### src/rtl/assert_macros.svh
// ----------------------------------------------------------------------------
// assert_macros.svh
// Assertion shorthands clocked on clk and disabled while arst_n is low
// ----------------------------------------------------------------------------
`ifndef ASSERT_MACROS_SVH
`define ASSERT_MACROS_SVH

// property checked at every rising edge outside reset
`define ASSERT_CLK(lbl, prp, msg) \
	lbl: assert property (@(posedge clk) disable iff (!arst_n) prp) else $error(msg);

// condition that must never be seen outside reset
`define ASSERT_NEVER(lbl, cnd, msg) \
	lbl: assert property (@(posedge clk) disable iff (!arst_n) !(cnd)) else $error(msg);

`endif

### src/rtl/sfk_pkg.sv
// ----------------------------------------------------------------------------
// sfk_pkg
// Types and constants of the fast stochastic %K block
// ----------------------------------------------------------------------------
`default_nettype none

package sfk_pkg;

	// price and register widths
	localparam int unsigned PRICE_BITS       = 32;
	localparam int unsigned KP_W             = 7;
	localparam logic [KP_W-1:0] KP_RESET     = 7'd5;
	localparam int unsigned WINDOW_DEPTH_DEF = 64;

	// apb port
	localparam int unsigned PADDR_W = 3;
	localparam int unsigned PDATA_W = 32;
	localparam logic REG_K_PERIOD   = 1'b0;

	// result scale: 100.0 in Q7.16
	localparam int unsigned FK_W            = 23;
	localparam logic [FK_W-1:0] FULL_SCALE  = 23'd6553600;
	localparam int unsigned QBIT_W          = 5;
	localparam logic [QBIT_W-1:0] QBIT_TOP  = 5'd22;

	typedef struct packed {
		logic [PRICE_BITS-1:0] bar_high;
		logic [PRICE_BITS-1:0] bar_low;
		logic [PRICE_BITS-1:0] bar_close;
	} bar_t;

	typedef struct packed {
		logic [FK_W-1:0] fast_k;
		logic            clamped;
	} result_t;

	typedef enum logic [2:0] {
		ST_IDLE,
		ST_EVAL,
		ST_SCAN,
		ST_SETUP,
		ST_DIV,
		ST_FINISH
	} state_t;

endpackage

`default_nettype wire

### src/rtl/stochastic_fast_k.sv
// ----------------------------------------------------------------------------
// stochastic_fast_k
// Fast stochastic %K over a sliding window of high/low bars
//
// channel  | handshake              | payload
// ---------+------------------------+-----------------------------------
// bar      | bar_valid / bar_ready  | bar_item (high, low, close Q16.16)
// result   | res_valid / res_ready  | res_item (fast_k Q7.16, clamped)
// config   | psel/penable/pwrite    | paddr, pwdata, prdata (k_period)
//
// During warm-up a bar passes only through the evaluate state. A result
// bar passes through evaluate, setup and finish, plus a window rescan
// when an extreme has left it (one stored entry read per cycle from the
// history memory) and a division when the close lies inside the range
// (one shared add/compare/subtract per step). bar_ready is high only
// between items. A finished result waits in the output register while
// the next bar is taken; the sequencer stalls at its last step only
// while that register is still full. Reset needs no clearing pass.
// ----------------------------------------------------------------------------
`default_nettype none
`include "assert_macros.svh"

module stochastic_fast_k
	import sfk_pkg::*;
#(
	parameter int unsigned WINDOW_DEPTH = WINDOW_DEPTH_DEF
) (
	input  wire logic               clk,
	input  wire logic               arst_n,
	input  wire logic               psel,
	input  wire logic               penable,
	input  wire logic               pwrite,
	input  wire logic [PADDR_W-1:0] paddr,
	input  wire logic [PDATA_W-1:0] pwdata,
	output logic      [PDATA_W-1:0] prdata,
	output logic                    pready,
	input  wire logic               bar_valid,
	output logic                    bar_ready,
	input  wire bar_t               bar_item,
	output logic                    res_valid,
	input  wire logic               res_ready,
	output result_t                 res_item
);

	localparam int unsigned AGE_W  = $clog2(WINDOW_DEPTH + 1);
	localparam int unsigned SLOT_W = (WINDOW_DEPTH > 1) ? $clog2(WINDOW_DEPTH) : 1;
	localparam int unsigned KC_W   = (AGE_W > KP_W) ? AGE_W : KP_W;
	localparam int unsigned PB     = PRICE_BITS;
	localparam logic [AGE_W-1:0]  AGE_EXPIRED = AGE_W'(WINDOW_DEPTH);
	localparam logic [SLOT_W-1:0] SLOT_LAST   = SLOT_W'(WINDOW_DEPTH - 1);
	localparam logic [AGE_W:0]    DEPTH_WIDE  = (AGE_W + 1)'(WINDOW_DEPTH);

	state_t state_q, state_d;

	logic [KP_W-1:0]   kp_q;
	logic [SLOT_W-1:0] slot_q;
	logic [AGE_W-1:0]  seen_q;
	logic [AGE_W-1:0]  lo_age_q;
	logic [AGE_W-1:0]  hi_age_q;
	logic [AGE_W-1:0]  cmp_age_q;
	logic              need_lo_q;
	logic              need_hi_q;
	logic              res_valid_q;
	result_t           res_q;

	bar_t              bar_q;
	logic [PB-1:0]     lowest_q;
	logic [PB-1:0]     highest_q;
	logic [2*PB-1:0]   hist_mem_q [WINDOW_DEPTH];
	logic [2*PB-1:0]   rd_data_q;

	logic [PB-1:0]     num_q;
	logic [PB-1:0]     den_q;
	logic [PB-1:0]     rem_q;
	logic [FK_W-1:0]   quo_q;
	logic [QBIT_W-1:0] qbit_q;
	logic              phase_q;
	logic [FK_W-1:0]   fk_q;
	logic              flag_q;

	// control signals from the sequencer
	logic              bar_accept;
	logic              cfg_we;
	logic              warm;
	logic              lo_need;
	logic              hi_need;
	logic              scan_last;
	logic              div_last;
	logic              fin_fire;
	logic              do_div;

	logic [KC_W-1:0]   kp_wide;
	logic [AGE_W-1:0]  eff_k;
	logic [AGE_W-1:0]  eff_k_m1;
	logic [AGE_W-1:0]  rd_age;
	logic [AGE_W:0]    rd_wide;
	logic [SLOT_W-1:0] rd_addr;
	logic [SLOT_W-1:0] slot_next;
	logic [PB-1:0]     data_lo;
	logic [PB-1:0]     data_hi;

	logic              range_ok;
	logic              below;
	logic              at_top;

	logic [PB-1:0]     addend;
	logic [PB:0]       sum;
	logic [PB:0]       diff;
	logic              ge;
	logic [PB-1:0]     rem_next;
	logic [FK_W-1:0]   quo_next;
	logic              bit_set;

	// apb side
	assign pready = 1'b1;
	assign cfg_we = psel && penable && pwrite && (paddr[2] == REG_K_PERIOD);
	assign prdata = (paddr[2] == REG_K_PERIOD) ? PDATA_W'(kp_q) : '0;

	// effective window length, zero acts as one, capped at the depth
	assign kp_wide = KC_W'(kp_q);
	always_comb begin
		if (kp_q == '0) begin
			eff_k = AGE_W'(1);
		end else if (kp_wide > KC_W'(WINDOW_DEPTH)) begin
			eff_k = AGE_EXPIRED;
		end else begin
			eff_k = AGE_W'(kp_wide);
		end
	end
	assign eff_k_m1 = eff_k - AGE_W'(1);

	// history address of a given age, relative to the slot just written
	assign rd_age    = (state_q == ST_EVAL) ? eff_k_m1 : (cmp_age_q - AGE_W'(1));
	assign rd_wide   = (AGE_W + 1)'(slot_q) + DEPTH_WIDE - (AGE_W + 1)'(rd_age);
	assign rd_addr   = (rd_wide >= DEPTH_WIDE) ? SLOT_W'(rd_wide - DEPTH_WIDE)
		: SLOT_W'(rd_wide);
	assign slot_next = (slot_q == SLOT_LAST) ? '0 : slot_q + SLOT_W'(1);
	assign data_lo   = rd_data_q[PB-1:0];
	assign data_hi   = rd_data_q[2*PB-1:PB];

	// range classification of the close
	assign range_ok = highest_q > lowest_q;
	assign below    = bar_q.bar_close < lowest_q;
	assign at_top   = bar_q.bar_close >= highest_q;

	// shared add, compare and subtract unit of the divider
	assign addend   = phase_q ? num_q : rem_q;
	assign sum      = {1'b0, rem_q} + {1'b0, addend};
	assign ge       = sum >= {1'b0, den_q};
	assign diff     = sum - {1'b0, den_q};
	assign rem_next = ge ? diff[PB-1:0] : sum[PB-1:0];
	assign quo_next = phase_q ? (quo_q + FK_W'(ge)) : {quo_q[FK_W-2:0], ge};
	assign bit_set  = FULL_SCALE[qbit_q];

	// sequencer outputs
	always_comb begin
		bar_ready = (state_q == ST_IDLE);
		warm      = (state_q == ST_EVAL) && (seen_q < eff_k);
		lo_need   = (lo_age_q >= eff_k);
		hi_need   = (hi_age_q >= eff_k);
		scan_last = (state_q == ST_SCAN) && (cmp_age_q == '0);
		do_div    = (state_q == ST_SETUP) && range_ok && !below && !at_top;
		div_last  = (state_q == ST_DIV) && (qbit_q == '0) && (phase_q || !bit_set);
		fin_fire  = (state_q == ST_FINISH) && (!res_valid_q || res_ready);
	end
	assign bar_accept = bar_valid && bar_ready;

	// next state
	always_comb begin
		state_d = state_q;
		case (state_q)
			ST_IDLE: begin
				if (bar_accept) state_d = ST_EVAL;
			end
			ST_EVAL: begin
				if (warm) begin
					state_d = ST_IDLE;
				end else if (lo_need || hi_need) begin
					state_d = ST_SCAN;
				end else begin
					state_d = ST_SETUP;
				end
			end
			ST_SCAN: begin
				if (scan_last) state_d = ST_SETUP;
			end
			ST_SETUP: begin
				state_d = do_div ? ST_DIV : ST_FINISH;
			end
			ST_DIV: begin
				if (div_last) state_d = ST_FINISH;
			end
			ST_FINISH: begin
				if (fin_fire) state_d = ST_IDLE;
			end
			default: begin
				state_d = ST_IDLE;
			end
		endcase
	end

	// control registers
	always_ff @(posedge clk or negedge arst_n) begin
		if (!arst_n) begin
			state_q     <= ST_IDLE;
			kp_q        <= KP_RESET;
			slot_q      <= '0;
			seen_q      <= '0;
			lo_age_q    <= AGE_EXPIRED;
			hi_age_q    <= AGE_EXPIRED;
			res_valid_q <= 1'b0;
		end else begin
			state_q <= state_d;
			// register write restarts the window
			if (cfg_we) begin
				kp_q     <= pwdata[KP_W-1:0];
				seen_q   <= '0;
				lo_age_q <= AGE_EXPIRED;
				hi_age_q <= AGE_EXPIRED;
			end
			// ages and warm-up count move on with each item
			if (bar_accept) begin
				if (lo_age_q < AGE_EXPIRED) lo_age_q <= lo_age_q + AGE_W'(1);
				if (hi_age_q < AGE_EXPIRED) hi_age_q <= hi_age_q + AGE_W'(1);
				if (seen_q < eff_k) seen_q <= seen_q + AGE_W'(1);
			end
			// new extreme taken directly
			if ((state_q == ST_EVAL) && !warm) begin
				if (!lo_need && (bar_q.bar_low <= lowest_q)) lo_age_q <= '0;
				if (!hi_need && (bar_q.bar_high >= highest_q)) hi_age_q <= '0;
			end
			// rescan, ties keep the older entry
			if (state_q == ST_SCAN) begin
				if (need_lo_q && ((cmp_age_q == eff_k_m1) || (data_lo < lowest_q))) begin
					lo_age_q <= cmp_age_q;
				end
				if (need_hi_q && ((cmp_age_q == eff_k_m1) || (data_hi > highest_q))) begin
					hi_age_q <= cmp_age_q;
				end
			end
			// write slot advances once the item is done
			if (warm || fin_fire) slot_q <= slot_next;
			// output register
			if (fin_fire) begin
				res_valid_q <= 1'b1;
			end else if (res_ready) begin
				res_valid_q <= 1'b0;
			end
		end
	end

	// history memory, one write and one registered read per cycle
	always_ff @(posedge clk) begin
		if (bar_accept) hist_mem_q[slot_q] <= {bar_item.bar_high, bar_item.bar_low};
		rd_data_q <= hist_mem_q[rd_addr];
	end

	// window extremes and scan bookkeeping
	always_ff @(posedge clk) begin
		if (bar_accept) bar_q <= bar_item;
		if (state_q == ST_EVAL) begin
			need_lo_q <= lo_need;
			need_hi_q <= hi_need;
			cmp_age_q <= eff_k_m1;
			if (!warm) begin
				if (!lo_need && (bar_q.bar_low <= lowest_q)) lowest_q <= bar_q.bar_low;
				if (!hi_need && (bar_q.bar_high >= highest_q)) highest_q <= bar_q.bar_high;
			end
		end
		if (state_q == ST_SCAN) begin
			if (!scan_last) cmp_age_q <= cmp_age_q - AGE_W'(1);
			if (need_lo_q && ((cmp_age_q == eff_k_m1) || (data_lo < lowest_q))) begin
				lowest_q <= data_lo;
			end
			if (need_hi_q && ((cmp_age_q == eff_k_m1) || (data_hi > highest_q))) begin
				highest_q <= data_hi;
			end
		end
	end

	// divider sequencing and result value
	always_ff @(posedge clk) begin
		if (state_q == ST_SETUP) begin
			num_q   <= bar_q.bar_close - lowest_q;
			den_q   <= highest_q - lowest_q;
			rem_q   <= '0;
			quo_q   <= '0;
			qbit_q  <= QBIT_TOP;
			phase_q <= 1'b0;
			if (!range_ok) begin
				fk_q   <= '0;
				flag_q <= 1'b0;
			end else if (below) begin
				fk_q   <= '0;
				flag_q <= 1'b1;
			end else if (at_top) begin
				fk_q   <= FULL_SCALE;
				flag_q <= (bar_q.bar_close != highest_q);
			end
		end
		if (state_q == ST_DIV) begin
			rem_q <= rem_next;
			quo_q <= quo_next;
			if (!phase_q && bit_set) begin
				phase_q <= 1'b1;
			end else begin
				phase_q <= 1'b0;
				qbit_q  <= qbit_q - QBIT_W'(1);
			end
			if (div_last) begin
				fk_q   <= quo_next;
				flag_q <= 1'b0;
			end
		end
		if (fin_fire) begin
			res_q.fast_k  <= fk_q;
			res_q.clamped <= flag_q;
		end
	end

	assign res_valid = res_valid_q;
	assign res_item  = res_q;

	// checks
	`ASSERT_CLK(a_accept_starts_eval, (bar_valid && bar_ready) |=> (state_q == ST_EVAL), "accepted item did not start evaluation")
	`ASSERT_CLK(a_rem_below_den, (state_q == ST_DIV) |-> (rem_q < den_q), "division remainder reached divisor")
	`ASSERT_CLK(a_ages_in_window, (state_q == ST_SETUP) |-> (lo_age_q < eff_k && hi_age_q < eff_k), "window extreme age outside window")
	`ASSERT_CLK(a_clamp_ends, (res_valid_q && res_q.clamped) |-> (res_q.fast_k == '0 || res_q.fast_k == FULL_SCALE), "clamped result not at a scale end")
	`ASSERT_NEVER(a_res_range, res_valid_q && (res_q.fast_k > FULL_SCALE), "fast_k above full scale")

endmodule

`default_nettype wire
### config.mk
export PLATFORM = sky130hd
export DESIGN_NAME = stochastic_fast_k
export DESIGN_NICKNAME = d
export VERILOG_FILES = /design/src/rtl/sfk_pkg.sv /design/src/rtl/stochastic_fast_k.sv
export VERILOG_INCLUDE_DIRS = /design/src /design/src/rtl
export SDC_FILE = /design/constraint.sdc
export NUM_CORES = 2
export LEC_CHECK = 0
export CAP_MARGIN = 20
export CORE_MARGIN = 3
export CORE_UTILIZATION = 60
export DETAILED_ROUTE_END_ITERATION = 6
export DONT_BUFFER_PORTS = 1
export PLACE_DENSITY_LB_ADDON = 0.1
export SYNTH_ARGS = -nofsm -noshare
export SYNTH_HDL_FRONTEND = slang
export SYNTH_SLANG_ARGS = --single-unit
### constraint.sdc
create_clock -name clk -period 9.1 [get_ports clk]
set_input_delay 2.275 -clock clk [delete_from_list [all_inputs] [get_ports clk]]
set_output_delay 2.275 -clock clk [all_outputs]
set_load 0.005 [all_outputs]
==> results.json <==
{
  "status": "completed",
  "fin_skew_ps": 90.4,
  "hpwl_um": 270000,
  "place_congestion": 0.942,
  "fin_worst_hold_slack_ps": 440,
  "port_buffers": 0,
  "grt_pass1_wl_um": 689000,
  "die_h_um": 558,
  "grt_max_degree": 132,
  "clkTransAtPathRegs_ps": 60,
  "ys_seq_area_share_pct": 73.5,
  "max_slew.worst_pin.slew_ps": 1100,
  "cts_resized": 0,
  "drc": 0,
  "period_minus_slack_ps": 8010,
  "core_area_um2": 303000,
  "fp.dieArea_um2": 312000,
  "startpoint_type": "flop",
  "finalHoldViolCount": 0,
  "antenna_found_initial": 31,
  "crit_path_top_delay_cell": "edfxtp_1",
  "setup_viol": 0,
  "syn_inst": 8755,
  "cts_buffer_depth": 4,
  "maxSlewViolCount": 0,
  "dpl.cell_count": 12600,
  "clock_sinks": 4541,
  "setup_slack_ps": 1090,
  "maxSlewHeadroom_pct": 26.5,
  "cts_buffers": 446,
  "root_buffer": "clkbuf_16",
  "vias": 92400,
  "routed_via_density": 6.88,
  "synth-async-reset-ratio_pct": 0.837,
  "grtUsageTotal_pct": 31.5,
  "end_kind": "flop",
  "synth_edf_count": 4338,
  "final_nets": 9508,
  "finalWirelength_um": 485000,
  "die_w_um": 558,
  "firstDrtPassIters": 6,
  "grt_overflow": 0,
  "ios": 197,
  "arrival_ps": 8710,
  "synth-main-ff-cell": "edfxtp_1",
  "start_util_pct": 60.4,
  "syn_area_um2": 183000,
  "fp-row-count": 202,
  "fmax_ghz": 0.125,
  "cp.required_ps": 9800,
  "syn_area_per_cell_um2": 20.9,
  "hold_buffers": 0,
  "rsz0062_at_grt": "false",
  "synth_top_area_share_pct": 71.2,
  "synthToLayoutAreaGrowth_pct": 11.6,
  "worst_path_most_repeated_cell": "ha_1",
  "cts_setup_buffers": 0,
  "final_cells": 13400,
  "ys_ff_latch": 4541,
  "n_fill_cell": 18900,
  "h-tree-depth": 5,
  "cts_tree": "yes",
  "crit_type": "flop to flop",
  "ant_nets": 0,
  "synthTopCellsByArea": "edfxtp_1 (71%), mux4_2 (16%), ha_1 (2.2%), dfxtp_1 (1.8%), a21oi_1 (0.71%)",
  "max-cap-violations": 0,
  "slowest_delay_ps": 550,
  "place_ws_ps": 1260,
  "drtIter0Drc": 12800,
  "synth_top_cell_by_area": "edfxtp_1",
  "min_path_type": "flop to flop",
  "layout-drive-gt1-share_pct": 25.2,
  "yosysWarnings": 0,
  "synth.distinct_cells": 99,
  "clock_latency_ps": 990,
  "finalCritPeriodShare_pct": 88.0,
  "wire_per_inst_um": 36.1,
  "grt_pass1_vias": 91500,
  "tns_ps": 0,
  "crit_fanout": 28
}
## cell type report
cell class / instances / area (um^2) / area share, %
antenna: 19 / 47.5 / 0.0233
clock buffer: 557 / 11800 / 5.78
clock inverter: 279 / 2940 / 1.44
inverter: 173 / 654 / 0.321
multi-input combinational: 3655 / 46700 / 22.9
sequential: 4541 / 135000 / 65.9
tap: 3978 / 4980 / 2.44
timing repair buffer: 225 / 2480 / 1.22
## cell usage after synthesis, drive strengths merged, types with 14 or more instances
master / count
a211oi: 92
a21o: 89
a21oi: 260
a31oi: 19
and2: 28
and3: 14
buf: 185
clkbuf: 225
dfrtp: 34
dfxtp: 165
edfxtp: 4338
ha: 323
inv: 171
mux2: 110
mux2i: 126
mux4: 1280
nand2: 201
nand2b: 35
nand3: 68
nand4: 41
nor2: 228
nor2b: 109
nor3: 42
o211ai: 16
o21a: 31
o21ai: 175
o21bai: 20
o31ai: 20
or2: 16
or3: 15
xnor2: 80
xor2: 46
## kinds of logic (layout without fill, tap and decap cells)
kind of cell / after synthesis / in the layout / synth area share (%)
simple gates: 837 / 837 / 2.24
xor+xnor: 126 / 126 / 0.603
other cells: 2 / 45 / 0.00411
compound gates: 822 / 822 / 2.90
mux: 1516 / 1516 / 17.1
buf+inv: 583 / 1234 / 1.31
fa+ha+maj: 328 / 328 / 2.26
flops: 4541 / 4541 / 73.5
## critical path: cells and delay by family (launching register included)
kind | cells | cell delay [ps]
DFF | 1 | 550
buffers and inverters | 2 | 540
and+or+nand+nor | 13 | 2880
AOI/OAI and AO/OA | 8 | 1870
muxes | 2 | 520
xor gates and xnor gates | 1 | 190
adders and majority gates | 4 | 1150
## registers in the layout, summed over array words and instances (netlist names), 3 cells and up
signal and count:
bar_q 96, cmp_age_q 7, den_q 32, fk_q 23, hi_age_q 7, highest_q 32, hist_mem_q 4096, kp_q 7
lo_age_q 7, lowest_q 32, num_q 32, qbit_q 5, quo_q 23, rd_data_q 64, rem_q 32, res_item 24
seen_q 7, slot_q 6, state_q 3
## cells in the final DEF (no fill, tap or decap), types with 34 or more instances in the layout
cell and n:
clkinv_2 89, edfxtp_1 4338, clkbuf_16 450, nand3_1 68, dfxtp_1 165, o21ai_0 163
nand2b_1 35, buf_12 62, nor2b_1 109, clkinv_1 95, mux2i_1 126, a211oi_1 87
dfrtp_1 34, xor2_1 45, a21oi_1 256, xnor2_1 77, mux4_2 1280, nand2_1 199
nor2_4 64, nor3_1 42, buf_4 162, a21o_1 89, clkbuf_1 94, ha_1 322
nand4_1 41, inv_1 168, mux2_2 100, bufinv_16 48, nor2_1 163
## final timing paths
path	cells after the start	to	from	slack (ps)
max	30	quo_q[20]$_SDFFCE_PN0P_	phase_q$_SDFFCE_PN0P_	1090
max in group asynchronous	0	hi_age_q[6]$_DFF_PN1_	arst_n	7860
min reg2reg	0	res_item[3]$_DFFE_PP_	fk_q[2]$_DFF_P_	440
min in group asynchronous	0	res_valid$_DFFE_PN0P_	arst_n	1020
min	0	res_item[3]$_DFFE_PP_	fk_q[2]$_DFF_P_	440
max reg2reg	30	quo_q[20]$_SDFFCE_PN0P_	phase_q$_SDFFCE_PN0P_	1090
## stage by stage
step	util [%]	cell area, um^2
detailed placement	62.5	189000
finish	67.3	204000
floorplan	-	183000
global route	67.3	204000
global placement	62.4	189000
CTS	67.3	204000
## routing by layer
metal,wire length (um),vias up,share of wire [%],global-route usage [%]
met1,188000,49300,39,47.2
met5,74,-,0.015,0
met4,16600,10,3.4,9.77
met3,54700,780,11,6.34
met2,226000,5295,47,47.8
li1,-,37100,-,-
Power is left out: the tool's default activity adds up to more than one toggle a clock period on the data nets, which glitch-free logic cannot reach.
